## src/design/sdc_pkg.sv

```systemverilog
// sdc_pkg: word types, codes and constants for the sd spi command sender
// no dependencies
`timescale 1ns / 1ps

package sdc_pkg;

  typedef struct packed {
    logic [1:0]  action;
    logic [7:0]  command_byte;
    logic [31:0] argument;
    logic [7:0]  received_byte;
  } in_word_t;

  typedef struct packed {
    logic [1:0] kind;
    logic [7:0] transmit_byte;
    logic [7:0] response;
    logic [1:0] status;
    logic       last;
  } out_word_t;

  // input actions
  localparam logic [1:0] ACT_START = 2'd0;
  localparam logic [1:0] ACT_RX    = 2'd1;
  localparam logic [1:0] ACT_TICK  = 2'd2;

  // result kinds
  localparam logic [1:0] KIND_SEND     = 2'd0;
  localparam logic [1:0] KIND_EXCHANGE = 2'd1;
  localparam logic [1:0] KIND_DONE     = 2'd2;

  // finish status
  localparam logic [1:0] ST_OK          = 2'd0;
  localparam logic [1:0] ST_NOT_READY   = 2'd1;
  localparam logic [1:0] ST_NO_RESPONSE = 2'd2;

  // register indexes
  localparam logic REG_READY_TICKS = 1'b0;
  localparam logic REG_POLL_LIMIT  = 1'b1;

  // phase codes
  localparam logic [2:0] PH_IDLE    = 3'd0;
  localparam logic [2:0] PH_DISCARD = 3'd1;
  localparam logic [2:0] PH_READY   = 3'd2;
  localparam logic [2:0] PH_STUFF   = 3'd3;
  localparam logic [2:0] PH_POLL    = 3'd4;

  localparam logic [7:0] CMD_GO_IDLE   = 8'h40;
  localparam logic [7:0] CMD_IF_COND   = 8'h48;
  localparam logic [7:0] CMD_STOP      = 8'h4C;
  localparam logic [7:0] CRC_GO_IDLE   = 8'h95;
  localparam logic [7:0] CRC_IF_COND   = 8'h87;
  localparam logic [7:0] BYTE_IDLE     = 8'hFF;
  localparam logic [7:0] READY_TICKS_RST = 8'd50;
  localparam logic [7:0] POLL_LIMIT_RST  = 8'd10;

  localparam int unsigned MaxWords = 7;
  localparam int unsigned CntW     = 3;

endpackage

```

## src/design/sd_spi_command_sender.sv

```systemverilog
// sd_spi_command_sender: sd card spi-mode command sequencer with r1 response polling
// depends on sdc_pkg
`timescale 1ns / 1ps
//
// usage:
//   input channel (in_valid_i / in_ready_o / in_word_i) takes start, received
//   byte and tick words. each accepted word is decoded in the same cycle and
//   its results (zero to seven words) are loaded into an output queue.
//   output channel (out_valid_o / out_ready_i / out_word_o) drains that queue
//   one word per cycle from a register while out_ready_i is high, so the first
//   result appears in the cycle after acceptance.
//   a word that gives one result sustains one word per cycle; a command frame
//   (seven results) holds off the input until its last result is being taken,
//   and the next word is taken together with the seventh result.
//   a new input word is taken while the last queued result is being taken.
//   when the receiver stalls the queue holds and the input waits.
//   config channel (cfg_valid_i / cfg_ready_o) is always ready; index 0 is
//   ready_ticks, index 1 is poll_limit.
//   reset: phase idle, counters and held command cleared, queue empty,
//   ready_ticks 50, poll_limit 10.
//
module sd_spi_command_sender
  import sdc_pkg::*;
(
  input  logic      clk_i,
  input  logic      rst_ni,
  input  logic      in_valid_i,
  output logic      in_ready_o,
  input  in_word_t  in_word_i,
  output logic      out_valid_o,
  input  logic      out_ready_i,
  output out_word_t out_word_o,
  input  logic      cfg_valid_i,
  output logic      cfg_ready_o,
  input  logic      cfg_index_i,
  input  logic [7:0] cfg_data_i
);

  logic [7:0]  ready_ticks_q, poll_limit_q;
  logic [2:0]  phase_q, phase_d;
  logic [7:0]  countdown_q, countdown_d;
  logic [7:0]  poll_cnt_q, poll_cnt_d;
  logic [7:0]  cmd_q, cmd_d;
  logic [31:0] arg_q, arg_d;

  out_word_t       queue_q [MaxWords];
  out_word_t       new_w   [MaxWords];
  logic [CntW-1:0] cnt_q, new_n;

  logic in_acc, out_acc;
  logic [7:0] crc, poll_left, poll_init;

  out_word_t w_xchg, w_send;

  assign cfg_ready_o = 1'b1;
  assign in_ready_o  = (cnt_q == '0) || ((cnt_q == CntW'(1)) && out_ready_i);
  assign in_acc      = in_valid_i && in_ready_o;
  assign out_valid_o = (cnt_q != '0);
  assign out_acc     = out_valid_o && out_ready_i;
  assign out_word_o  = queue_q[0];

  assign poll_init = (poll_limit_q == 8'd0) ? 8'd1 : poll_limit_q;
  assign poll_left = (poll_cnt_q != 8'd0) ? poll_cnt_q - 8'd1 : 8'd0;

  always_comb begin
    crc = 8'd0;
    if (cmd_q == CMD_GO_IDLE) crc = CRC_GO_IDLE;
    if (cmd_q == CMD_IF_COND) crc = CRC_IF_COND;
  end

  always_comb begin
    w_xchg = '{kind: KIND_EXCHANGE, transmit_byte: BYTE_IDLE, response: 8'd0,
               status: ST_OK, last: 1'b1};
    w_send = '{kind: KIND_SEND, transmit_byte: 8'd0, response: 8'd0,
               status: ST_OK, last: 1'b0};
  end

  always_comb begin
    phase_d     = phase_q;
    countdown_d = countdown_q;
    poll_cnt_d  = poll_cnt_q;
    cmd_d       = cmd_q;
    arg_d       = arg_q;
    new_n       = '0;
    for (int i = 0; i < MaxWords; i++) new_w[i] = w_xchg;
    case (in_word_i.action)
      ACT_START: begin
        cmd_d       = in_word_i.command_byte;
        arg_d       = in_word_i.argument;
        countdown_d = ready_ticks_q;
        phase_d     = PH_DISCARD;
        new_n       = CntW'(1);
      end
      ACT_TICK: begin
        if (countdown_q != 8'd0) countdown_d = countdown_q - 8'd1;
      end
      ACT_RX: begin
        case (phase_q)
          PH_DISCARD: begin
            phase_d = PH_READY;
            new_n   = CntW'(1);
          end
          PH_READY: begin
            if (in_word_i.received_byte == BYTE_IDLE) begin
              for (int i = 0; i < 6; i++) new_w[i] = w_send;
              new_w[0].transmit_byte = cmd_q;
              new_w[1].transmit_byte = arg_q[31:24];
              new_w[2].transmit_byte = arg_q[23:16];
              new_w[3].transmit_byte = arg_q[15:8];
              new_w[4].transmit_byte = arg_q[7:0];
              new_w[5].transmit_byte = crc;
              new_n = CntW'(MaxWords);
              if (cmd_q == CMD_STOP) begin
                phase_d = PH_STUFF;
              end else begin
                poll_cnt_d = poll_init;
                phase_d    = PH_POLL;
              end
            end else if (countdown_q == 8'd0) begin
              phase_d = PH_IDLE;
              new_w[0] = '{kind: KIND_DONE, transmit_byte: 8'd0, response: BYTE_IDLE,
                           status: ST_NOT_READY, last: 1'b1};
              new_n = CntW'(1);
            end else begin
              new_n = CntW'(1);
            end
          end
          PH_STUFF: begin
            poll_cnt_d = poll_init;
            phase_d    = PH_POLL;
            new_n      = CntW'(1);
          end
          PH_POLL: begin
            new_n = CntW'(1);
            if (!in_word_i.received_byte[7]) begin
              phase_d  = PH_IDLE;
              new_w[0] = '{kind: KIND_DONE, transmit_byte: 8'd0,
                           response: in_word_i.received_byte, status: ST_OK, last: 1'b1};
            end else begin
              poll_cnt_d = poll_left;
              if (poll_left == 8'd0) begin
                phase_d  = PH_IDLE;
                new_w[0] = '{kind: KIND_DONE, transmit_byte: 8'd0,
                             response: in_word_i.received_byte,
                             status: ST_NO_RESPONSE, last: 1'b1};
              end
            end
          end
          default: begin
            phase_d = PH_IDLE;
          end
        endcase
      end
      default: begin
        phase_d = phase_q;
      end
    endcase
  end

  always_ff @(posedge clk_i or negedge rst_ni) begin
    if (!rst_ni) begin
      ready_ticks_q <= READY_TICKS_RST;
      poll_limit_q  <= POLL_LIMIT_RST;
      phase_q       <= PH_IDLE;
      countdown_q   <= 8'd0;
      poll_cnt_q    <= 8'd0;
      cmd_q         <= 8'd0;
      arg_q         <= 32'd0;
      cnt_q         <= '0;
    end else begin
      if (cfg_valid_i) begin
        if (cfg_index_i == REG_READY_TICKS) ready_ticks_q <= cfg_data_i;
        if (cfg_index_i == REG_POLL_LIMIT) poll_limit_q <= cfg_data_i;
      end
      if (in_acc) begin
        phase_q     <= phase_d;
        countdown_q <= countdown_d;
        poll_cnt_q  <= poll_cnt_d;
        cmd_q       <= cmd_d;
        arg_q       <= arg_d;
        cnt_q       <= new_n;
      end else if (out_acc) begin
        cnt_q <= cnt_q - CntW'(1);
      end
    end
  end

  always_ff @(posedge clk_i) begin
    if (in_acc) begin
      for (int i = 0; i < MaxWords; i++) queue_q[i] <= new_w[i];
    end else if (out_acc) begin
      for (int i = 0; i < MaxWords - 1; i++) queue_q[i] <= queue_q[i+1];
    end
  end

endmodule
```

## config.mk

```make
export PLATFORM = sky130hd
export DESIGN_NAME = sd_spi_command_sender
export DESIGN_NICKNAME = d
export VERILOG_FILES = /design/src/design/sdc_pkg.sv /design/src/design/sd_spi_command_sender.sv
export SDC_FILE = /design/constraint.sdc
export NUM_CORES = 1
export LEC_CHECK = 0
export BUFFER_PORTS_ARGS = -buffer_cell sky130_fd_sc_hd__buf_2
export CORE_MARGIN = 10
export CORE_UTILIZATION = 30
export CTS_CLUSTER_DIAMETER = 80
export DETAILED_ROUTE_END_ITERATION = 10
export SYNTH_ARGS = -nofsm -noshare
export SYNTH_HDL_FRONTEND = slang
export SYNTH_SLANG_ARGS = --single-unit
```

## constraint.sdc

```tcl
create_clock -name clk_i -period 3.5 [get_ports clk_i]
set_input_delay 0 -clock clk_i [delete_from_list [all_inputs] [get_ports clk_i]]
set_output_delay 0 -clock clk_i [all_outputs]
set_load 0.03 [all_outputs]
```

==> impl_metrics.tcl <==
set metrics [dict create \
    clk_latency_ns 0.42 \
    syn-cell-area_um2 6316 \
    fin_worst_skew_ns 0.01165 \
    maxClockFrequency_ghz 0.3967 \
    drive_above_1_share_pct 28.94 \
    number_of_synthesized_flops_with_an_enable_pin 61 \
    core_region_area_um2 20890 \
    synth_cells 504 \
    crit_path_max_incr_delay_ns 0.53 \
    min_period_over_period_pct 72.02 \
    buffer_ports.inserted 86 \
    final-hold-violation-count 0 \
    wl_um 15470 \
    power.density_nw_per_um2 687.2 \
    setup_viol_count_final 0 \
    critical_path.startpoint_type "flip-flop" \
    asyncSetResetFlopFracSynth_pct 56.12 \
    hpwl_um 10600 \
    areaGrowthSynthToFinish_pct 29.89 \
    setup_repair_bufs_after_cts 0 \
    critical_path.max_fanout 10 \
    post-route-min-period_ns 2.521 \
    tritoncts "done" \
    firstDrtPassIters 5 \
    family_with_the_most_delay_on_the_worst_path "simple AND/OR/NAND/NOR gates" \
    die_h_um 165.1 \
    place.gp.congestion 0.8448 \
    holdWs_ns 0.03379 \
    antenna_violating_nets_left 0 \
    critPathRequiredTime_ns 3.63 \
    power.ir.vdd_worst_uv 260.5 \
    syn_area_per_cell_um2 12.53 \
    vias_per_cell 4.889 \
    std_cell_rows 53 \
    synth_top_cell_area_share_pct 29.00 \
    run_status "finished, final reports clean" \
    synthTopCellsByCount "sky130_fd_sc_hd__dfrtp_1 (73), sky130_fd_sc_hd__edfxtp_1 (61), sky130_fd_sc_hd__mux2_2 (52), sky130_fd_sc_hd__nor2_1 (43), sky130_fd_sc_hd__o22a_1 (29)" \
    grt_start_max_net_pins 54 \
    relSlewSlack_pct 37.05 \
    worst-endpoint-arrival_ns 2.65 \
    max_slew.worst_pin.slew_ns 0.9385 \
    tritoncts_num_sinks 139 \
    fin_nets 718 \
    gr-usage-all-layers_pct 11.89 \
    die-width_um 165.1 \
    p_total_mw 5.638 \
    grt-ovfl-total 0 \
    power.static_leakage_nw 3.130 \
    initialDrtViolationCount 440 \
    critPathSlowestCell "sky130_fd_sc_hd__or4b_4" \
    clk_root_buffer_cell "sky130_fd_sc_hd__clkbuf_16" \
    hold_class "in2reg" \
    setup.worst_path.end_class "flip-flop" \
    yosysTopAreaCell "sky130_fd_sc_hd__edfxtp_1" \
    synthMostInstantiatedCell "sky130_fd_sc_hd__dfrtp_1" \
    synthesized_nets 575 \
    yosys_most_used_dff "sky130_fd_sc_hd__dfrtp_1" \
    setup_repair_after_global_routing_missed_its_margin "no" \
    clock_tree.htree_level_count 4 \
    post_drt_wl_per_cell_um 16.53 \
    worstSetupPathType "reg2reg" \
    setup_total_negative_slack_ns 0 \
    report.final.slew_viol_count 0 \
    cap_violations 0 \
    grt_pass1_vias 4748 \
    worstPathBufferInverterCount 1 \
    io_pins 88 \
    synth-seq-area-share_pct 60.00 \
    initial_utilization_pct 30.24 \
    leading_cell_types_by_total_area_after_synthesis "sky130_fd_sc_hd__edfxtp_1 (29%), sky130_fd_sc_hd__dfrtp_1 (29%), sky130_fd_sc_hd__mux2_2 (9.3%)" \
    grt_pass1_wl_um 25390 \
    post-route-drc-count 0 \
    post-route-worst-setup-slack_ns 0.9795 \
    number_of_flip_flops_and_latches_in_the_synthesized_netlist 139 \
    numCtsBuffers 17 \
    yosysWarnings 0 \
    cts_clk_pin_slew_worst_paths_ns 0.06 \
    antenna_found_initial 2 \
    place_ws_ns 0.9776 \
    path_cells "inv_1 -> ha_1 -> or4b_4 -> nor4b_4 -> nor4_1 -> nor2_2 -> a31oi_1" \
    synth.distinct_cells 68 \
    cts_buffer_depth 2 \
    die_area_um2 27260 \
    detailroute.via_count 4576 \
]
## cells by family after synthesis
family,after synthesis,share of synthesized area (%)
xor gates and xnor gates,4,0.5548
and+or+nand+nor,140,12.24
other,1,0.05937
buffers and inverters,36,2.417
adders and majority gates,7,1.387
DFF,139,60.00
muxes,56,9.964
AOI/OAI and AO/OA,121,13.37
## tightest hold or removal path, stage by stage
cell and delay [ns]:
sky130_fd_sc_hd__buf_2 0.14, sky130_fd_sc_hd__nand3_1 0.09, sky130_fd_sc_hd__xnor2_1 0.11, sky130_fd_sc_hd__o21ai_0 0.07
## cell type report
| type | count | area (um^2) |
|---|---|---|
| fill | 1974 | 12680 |
| sequential | 139 | 3790 |
| multi-input combinational | 329 | 2392 |
| timing repair buffer | 148 | 1041 |
| clock buffer | 23 | 479.2 |
| tap | 275 | 344.1 |
| clock inverter | 9 | 110.1 |
| inverter | 12 | 45.04 |
| antenna | 1 | 2.502 |
## cell usage in the layout, fill, tap and decap left out, drive strengths merged, types with 10 or more instances in the layout
cell and count:
inv 15, a21oi 24, mux2 55, dfrtp 73, nor2 45, a21o 10
o22a 29, nand2 24, o21ai 17, clkbuf 23, nor3 16, edfxtp 61
buf 91, dlygate4sd3 57
## through the flow
stage               utilization [%]  area [um^2]  std cells
floorplan                         -         6316        504
global placement              33.71         7042        846
detailed placement            33.71         7042        846
CTS                           39.26         8202        935
global route                  39.26         8202        935
finish                        39.28         8204        936
## power breakdown
part	switching, mW	internal, mW	leakage [nW]
sequential	0.309	2.19	1.38
clock	0.679	1.11	0.289
combinational	0.774	0.571	1.46
total	1.76	3.88	3.13
## sequential cells by signal, indices dropped and copies added, names as in the netlist
name           count
queue_q           61
arg_q             32
cmd_q              8
countdown_q        8
poll_cnt_q         8
poll_limit_q       8
ready_ticks_q      8
cnt_q              3
phase_q            3
## repair_timing
action | in CTS | in global routing
endpoints found under the hold margin | 111 | 0
resized for setup | 0 | 0
hold buffers | 57 | 0
## metal layers
layer  vias to the layer above  share of wire [%]  track usage (%)
li1                       2188                  -                -
met1                      2242                 45            15.08
met2                       121                 46            18.18
met3                        23                7.0            3.966
met4                         2                1.9            5.072
met5                         -              0.084                0
## final timing paths
path	from	to	slack (ns)	depth (start not counted)
max	poll_cnt_q[0]	queue_q[0][16]	0.98	7
min	out_ready_i	cnt_q[2]	0.03	4
max reg2reg	poll_cnt_q[0]	queue_q[0][16]	0.98	7
min reg2reg	arg_q[8]	arg_q[8]	0.49	1
max in group asynchronous	rst_ni	arg_q[22]	2.47	3
min in group asynchronous	rst_ni	arg_q[3]	0.15	2
No activity file was read; power rests on OpenSTA's default activity.
